--- src/hdl/lse_pkg.sv ---
package lse_pkg;

   localparam int NUM_SPECIES  = 4;
   localparam int SPECIES_W    = 2;
   localparam int DIAM_W       = 18;
   localparam int MODE_W       = 18;
   localparam int SPREAD_W     = 16;
   localparam int XMAG_W       = 16;
   localparam int EFFECT_W     = 17;
   localparam int CSR_IDX_W    = 4;
   localparam int CSR_DATA_W   = 18;

   localparam int FRAC_W       = 16;
   localparam int EXP_W        = 5;
   localparam int LOG_W        = EXP_W + FRAC_W;
   localparam int MANT_W       = 32;
   localparam int LN_W         = 20;
   localparam int L_SHIFT      = 12;
   localparam int QUO_W        = 20;
   localparam int Z_SHIFT      = 17;
   localparam int Z_W          = 2 * QUO_W - Z_SHIFT;
   localparam int T_W          = 21;
   localparam int N_W          = T_W - FRAC_W;
   localparam int Y_W          = 32;
   localparam int TERM_W       = 32;
   localparam int SUM_W        = TERM_W + 2;
   localparam int TAYLOR_TERMS = 12;
   localparam int K_W          = $clog2(TAYLOR_TERMS + 1);
   localparam int SHIFT_BASE   = 17;

   localparam logic [FRAC_W-1:0]   LN2_Q16      = 16'd45426;
   localparam logic [FRAC_W:0]     LOG2E_Q16    = 17'd94548;
   localparam logic [Y_W-1:0]      LN2_Q32      = 32'd2977044472;
   localparam logic [FRAC_W-1:0]   ROUND_HALF   = 16'd32768;
   localparam logic [Z_W-1:0]      Z_LIMIT      = Z_W'(12 << FRAC_W);
   localparam logic [EFFECT_W-1:0] ONE_Q16      = 17'd65536;
   localparam logic [MODE_W-1:0]   MODE_RESET   = 18'd256;
   localparam logic [SPREAD_W-1:0] SPREAD_RESET = 16'd4096;

   typedef enum logic [CSR_IDX_W-1:0] {
      CSR_MODE0   = 4'd0,
      CSR_MODE1   = 4'd1,
      CSR_MODE2   = 4'd2,
      CSR_MODE3   = 4'd3,
      CSR_SPREAD0 = 4'd4,
      CSR_SPREAD1 = 4'd5,
      CSR_SPREAD2 = 4'd6,
      CSR_SPREAD3 = 4'd7
   } csr_index_type;

   typedef struct packed {
      logic              valid;
      logic              zero;
      logic [DIAM_W-1:0] diameter;
      logic [MODE_W-1:0] mode;
      logic [XMAG_W-1:0] xmag;
   } lse_log_in_type;

   typedef struct packed {
      logic              valid;
      logic              zero;
      logic [XMAG_W-1:0] xmag;
      logic [LOG_W-1:0]  ld;
      logic [LOG_W-1:0]  lx;
   } lse_log_out_type;

   typedef struct packed {
      logic             valid;
      logic             zero;
      logic [QUO_W-1:0] q;
   } lse_quo_type;

   typedef struct packed {
      logic                valid;
      logic [EFFECT_W-1:0] effect;
   } lse_res_type;

endpackage

--- src/hdl/lse_div.sv ---
module lse_div (
   input  logic                     clock,
   input  logic                     reset,
   input  logic                     advance,
   input  lse_pkg::lse_log_out_type in_data,
   output lse_pkg::lse_quo_type     out_data
);
   import lse_pkg::*;

   localparam int PROD_W = LOG_W + FRAC_W;
   localparam int TOP_SH = QUO_W - L_SHIFT;

   typedef struct packed {
      logic              valid;
      logic              zero;
      logic [XMAG_W-1:0] xmag;
      logic [LN_W-1:0]   l;
   } ln_stage_type;

   typedef struct packed {
      logic              valid;
      logic              zero;
      logic [XMAG_W-1:0] xmag;
      logic [XMAG_W-1:0] rem;
      logic [QUO_W-1:0]  sh;
   } div_stage_type;

   ln_stage_type  ln_ff;
   ln_stage_type  ln_in;
   div_stage_type div_ff [0:QUO_W];
   div_stage_type div_in [0:QUO_W];

   function automatic ln_stage_type ln_stage(input lse_log_out_type s);
      ln_stage_type      r;
      logic [LOG_W-1:0]  a;
      logic [PROD_W-1:0] prod;
      a      = (s.ld >= s.lx) ? s.ld - s.lx : s.lx - s.ld;
      prod   = PROD_W'(a) * PROD_W'(LN2_Q16) + PROD_W'(ROUND_HALF);
      r.valid = s.valid;
      r.zero  = s.zero;
      r.xmag  = s.xmag;
      r.l     = prod[FRAC_W +: LN_W];
      return r;
   endfunction

   // quotient at or above 2^QUO_W means the effect underflows to zero
   function automatic div_stage_type setup_stage(input ln_stage_type s);
      div_stage_type r;
      logic          ovf;
      ovf     = (XMAG_W + TOP_SH)'(s.l) >= {s.xmag, {TOP_SH{1'b0}}};
      r.valid = s.valid;
      r.zero  = s.zero | ovf;
      r.xmag  = s.xmag;
      r.rem   = XMAG_W'(s.l >> TOP_SH);
      r.sh    = QUO_W'({s.l, {L_SHIFT{1'b0}}});
      return r;
   endfunction

   function automatic div_stage_type div_step(input div_stage_type s);
      div_stage_type     r;
      logic [XMAG_W:0]   r2;
      logic              b;
      r  = s;
      r2 = {s.rem, s.sh[QUO_W-1]};
      if (r2 >= (XMAG_W + 1)'(s.xmag)) begin
         r.rem = XMAG_W'(r2 - (XMAG_W + 1)'(s.xmag));
         b     = 1'b1;
      end else begin
         r.rem = r2[XMAG_W-1:0];
         b     = 1'b0;
      end
      r.sh = {s.sh[QUO_W-2:0], b};
      return r;
   endfunction

   assign ln_in     = ln_stage(in_data);
   assign div_in[0] = setup_stage(ln_ff);

   for (genvar i = 1; i <= QUO_W; i++) begin : g_div
      assign div_in[i] = div_step(div_ff[i-1]);
   end

   always_ff @(posedge clock) begin
      if (reset) begin
         ln_ff <= '0;
         for (int i = 0; i <= QUO_W; i++) div_ff[i] <= '0;
      end else if (advance) begin
         ln_ff  <= ln_in;
         div_ff <= div_in;
      end
   end

   always_comb begin
      out_data.valid = div_ff[QUO_W].valid;
      out_data.zero  = div_ff[QUO_W].zero;
      out_data.q     = div_ff[QUO_W].sh;
   end

endmodule

--- config.mk ---
export PLATFORM = sky130hd
export DESIGN_NAME = lse_div
export DESIGN_NICKNAME = d
export VERILOG_FILES = /design/src/hdl/lse_pkg.sv /design/src/hdl/lse_div.sv
export SDC_FILE = /design/constraint.sdc
export NUM_CORES = 2
export LEC_CHECK = 0
export BUFFER_PORTS_ARGS = -buffer_cell sky130_fd_sc_hd__buf_2
export CORE_UTILIZATION = 40
export CTS_CLUSTER_SIZE = 30
export DETAILED_ROUTE_END_ITERATION = 8
export PLACE_DENSITY = 0.62
export SETUP_SLACK_MARGIN = 0.1
export SYNTH_ARGS = -nofsm -noshare
export SYNTH_HDL_FRONTEND = slang
export SYNTH_SLANG_ARGS = --single-unit
--- constraint.sdc ---
create_clock -name clock -period 19.1 [get_ports clock]
set_clock_uncertainty 0.2 [all_clocks]
set_input_delay 0.955 -clock clock [delete_from_list [all_inputs] [get_ports clock]]
set_output_delay 0.955 -clock clock [all_outputs]
set_load 0.005 [all_outputs]
# Word-level counts from Yosys, hierarchy flattened
# Cells that the tools add are included.
[word_totals] output_inout_bits=22 register_bits=962 word_cells=193
[classes] bitwise_logic=1 n_mul=1 muxes=40 n_lt_le_gt_ge=22 add_sub_neg=22
[op_table] operator="17-bit by 16-bit greater-or-equal comparator with 1-bit output" n=19
[op_table] operator="16-bit two-way mux" n=19
[op_table] operator="16-bit subtractor" n=18
[op_table] operator="21-bit subtractor" n=2
[op_table] operator="36-bit by 16-bit adder with 36-bit output (second input constant)" n=1
[op_table] operator="21-bit by 15-bit multiplier with 35-bit output (second input constant)" n=1
[op_table] operator="20-bit by 24-bit greater-or-equal comparator with 1-bit output" n=1
[op_table] operator="21-bit greater-or-equal comparator" n=1
[op_table] operator="21-bit two-way mux" n=1
[op_table] operator="1-bit two-way mux" n=20
[op_table] operator="13-bit by 16-bit greater-or-equal comparator with 1-bit output" n=1
[op_table] operator="13-bit by 16-bit subtractor with 16-bit output" n=1
[op_table] operator="1-bit OR" n=1

# Depth between registers and ports, before layout
[logic_depth] depth_word=4 ltp_mapped=39

# Least setup slack after synthesis
# OpenSTA, ideal clock, no wires.
[synth_timing] path_type="input to register" from="input port in_data[12] in the netlist's numbering" to="register ln_ff, in the netlist div_in[1111]" path_buffers=4 slack_ns=8.960 cell_stages=35 arrival_time_ns=9.823 cell_sequence="inv_1 -> ha_1 -> buf_4 -> nand4_2 -> or4_4 -> a21oi_4 -> a2111oi_4 -> nand2_1 -> clkbuf_1 -> buf_1 -> mux2i_1 -> xor2_1 -> inv_1 -> ha_1 -> ha_1 -> xor2_1 -> ha_1 -> xnor2_1 -> fa_1 -> fa_1 -> ha_1 -> ha_1 -> clkbuf_1 -> nand4_1 -> nor2_1 -> nand4_1 -> a211o_1 -> nand2_1 -> mux2i_1 -> nor3_1 -> nand3_2 -> or4_4 -> nor4_2 -> xnor3_1 -> a22o_1"
[synth_between] elab_chain_len=4 elab_cells_between_ends=6 classes_between="add/sub (3); mul (1); order compare (1); mux (1)"
[synth_lines] item="start: declaration" line="lse_div.sv:5" text="input lse_pkg::lse_log_out_type in_data,"
[synth_lines] item="21-bit subtractor / 21-bit greater-or-equal comparator (equally long branches)" line="lse_div.sv:37" text="a = (s.ld >= s.lx) ? s.ld - s.lx : s.lx - s.ld;"
[synth_lines] item="21-bit two-way mux *" line="lse_div.sv:37"
[synth_lines] item="21-bit by 15-bit multiplier with 35-bit output *" line="lse_div.sv:38" text="prod = PROD_W'(a) * PROD_W'(LN2_Q16) + PROD_W'(ROUND_HALF);"
[synth_lines] item="36-bit by 16-bit adder with 36-bit output *" line="lse_div.sv:38"
[synth_lines] item="end signal: assignment" line="lse_div.sv:88" text="ln_ff <= ln_in;"
[synth_lines] item="end: declaration" line="lse_div.sv:28" text="ln_stage_type ln_ff;"
# Mark *: on every way between the ends. The rest lies on a longest branch, timed or not.
# A chain may end at the register's enable or synchronous reset.

# Worst setup path in the final report
[layout_timing] from="input port in_data[3] in the netlist's numbering" to="register ln_ff, in the netlist div_in[1111]"
# The elaborated chain is that of the path after synthesis.

==> impl_metrics.env <==
export IMPL_status="completed"
export IMPL_yosysSeqAreaShare=0.328
export IMPL_grt_pass1_wl_mm=225
export IMPL_avgSynthCellArea_sq_um=8.53
export IMPL_drive_above_1_share=0.0572
export IMPL_fin_nets=7452
export IMPL_final_seq_area_sq_mm=0.0193
export IMPL_yosysTopAreaCellShare=0.328
export IMPL_rows=140
export IMPL_vias=45700
export IMPL_cts_sinks=962
export IMPL_routed_wl_mm=136
export IMPL_clk_latency_ns=0.73
export IMPL_grt_setup_unrepaired="false"
export IMPL_post_route_cell_area_sq_mm=0.0644
export IMPL_synthesis_nets=7565
export IMPL_cp_start_kind="input port"
export IMPL_cts_resized=0
export IMPL_synth_most_common_cell="nor2_1"
export IMPL_drtIter0Drc=2457
export IMPL_cts_htree_levels=3
export IMPL_synth_edf_count=0
export IMPL_gp_congestion=0.856
export IMPL_ant_nets=0
export IMPL_async_reset_ff_frac=0
export IMPL_worst_slack_ns=7.86
export IMPL_dpl_hpwl_mm=99.1
export IMPL_end_kind="flop"
export IMPL_synth_seq_cells=962
export IMPL_fp_coreArea_sq_mm=0.146
export IMPL_die_area_sq_mm=0.148
export IMPL_place_area_sq_mm=0.0607
export IMPL_cts_inserted_buffers=106
export IMPL_maxCapViolCount=0
export IMPL_die_w_microns=385
export IMPL_grt_usage=0.182
export IMPL_fin_crit_ns=11.24
export IMPL_fillers=14300
export IMPL_post_cts_buffers=0
export IMPL_avgRoutedWirePerCell_microns=15.5
export IMPL_synth_top_area_cell="dfxtp_1"
export IMPL_post_place_ws_ns=7.19
export IMPL_syn_cell_area_sq_mm=0.0587
export IMPL_antenna_found_initial=1
export IMPL_grt_pass1_vias=43000
export IMPL_cp_slowest_stage_delay_ns=0.72
export IMPL_gr_total_overflow=0
export IMPL_cts_buffer_depth=3
export IMPL_io_pins=85
export IMPL_synth_main_ff_cell="dfxtp_1"
export IMPL_multiInputGateArea_sq_mm=0.0356
export IMPL_drc=0
export IMPL_diodes=0
export IMPL_period_share=0.588
export IMPL_critical_path_most_common_cell="ha_1"
export IMPL_cpMaxStageDelayCell="xor2_1"
export IMPL_max_freq_ghz=0.0890
export IMPL_ys_top_cells_by_count="nor2_1, dfxtp_1, mux2i_1, inv_1, ha_1"
export IMPL_grt_start_max_net_pins=157
export IMPL_die_h_microns=385
export IMPL_cts_tree="built"
export IMPL_path_class="input port to flop"
export IMPL_yosys_warnings=0
export IMPL_maxSlewHeadroom=0.185
export IMPL_syn_inst=6885
export IMPL_viasPerCell=5.20
export IMPL_cts_root_buf="clkbuf_16"
export IMPL_slew_viol_final=0
export IMPL_whs_ns=0.258
export IMPL_yosys_top_cells_area="dfxtp_1, mux2i_1, ha_1, nor2_1, inv_1"
export IMPL_cp_arrival_ns=11.65
export IMPL_setup_viol=0
export IMPL_required_ns=19.51
export IMPL_worstMarginPinSlew_ns=1.22
export IMPL_tns_ns=0
export IMPL_cts_clk_slew_worst_paths_ns=0.06
export IMPL_cts_hold_buf=0
export IMPL_worstPathMaxFanout=23
export IMPL_hold_class="flop to flop"
export IMPL_synthToLayoutAreaGrowth_pct=9.57
export IMPL_yosysUniqueCellTypes=95
export IMPL_finalHoldViolations=0
export IMPL_start_util=0.403
export IMPL_firstDrtPassIters=7
export IMPL_numPortBuffers=84
==> stage by stage <==
step            util  instances
6_report       0.442       8775
2_1_floorplan      -       6885
3_3_place_gp   0.416       8581
3_5_place_dp   0.416       8581
4_1_cts        0.442       8775
5_1_grt        0.442       8775
==> final timing paths <==
path	startpoint	end	slack, ns	cells after the start
min reg2reg	div_ff[1061]$_SDFFE_PP0P_	div_ff[1061]$_SDFFE_PP0P_	0.26	1
max	in_data[3]	div_in[1111]$_SDFFE_PP0P_	7.86	35
min	div_ff[1061]$_SDFFE_PP0P_	div_ff[1061]$_SDFFE_PP0P_	0.26	1
max reg2reg	div_ff[955]$_SDFFE_PP0P_	div_ff[897]$_SDFFE_PP0P_	14.31	15
==> final cells by class <==
type | instances | area share
repair buffers | 124 | 0.0120
clock inverters | 51 | 0.0107
multi-input cells | 4890 | 0.554
clock buffers | 143 | 0.0470
flip-flops and latches | 962 | 0.299
well taps | 1917 | 0.0373
inverters | 688 | 0.0401
==> critical path: cells and delay by family <==
kind | cells | cell delay (ns)
AO/OA/AOI/OAI | 14 | 3.28
XOR/XNOR | 3 | 1.25
adder cells (fa/ha/maj) | 7 | 3.17
buffers and inverters | 3 | 0.20
AND/OR/NAND/NOR | 8 | 2.78
==> metal layers <==
layer | global-route usage | vias up | routed length [microns]
met2 | 0.292 | 637 | 60500
li1 | - | 23500 | -
met5 | 0 | - | 0
met4 | 0.0466 | 0 | 2790
met3 | 0.0229 | 166 | 4830
met1 | 0.256 | 21400 | 67600
==> flip-flops by register name, indices dropped and copies added (netlist names) <==
register,cells
div_ff,902
div_in,37
out_data,22
ln_ff,1
==> logic make-up after synthesis <==
logic type               share of synthesized area
flip-flops                                   0.328
AND/OR/NAND/NOR                              0.152
adder cells (fa/ha/maj)                      0.145
multiplexers                                 0.124
AO/OA/AOI/OAI                                0.152
XOR/XNOR                                    0.0307
buffers and inverters                       0.0680
==> cells in the final DEF, fill, tap and decap left out, types with 102 or more instances in the layout <==
cell type     n
dfxtp_1     962
xnor2_1     136
a211oi_1    264
a21o_1      104
a21boi_0    102
nor3_1      110
a21oi_1     238
o21ai_0     259
ha_1        517
nand2_1     361
inv_1       687
nor2_1     1141
clkbuf_16   107
mux2i_1     716
Power is left out: the tool's default activity adds up to more than one toggle a clock period on the data nets, which glitch-free logic cannot reach.
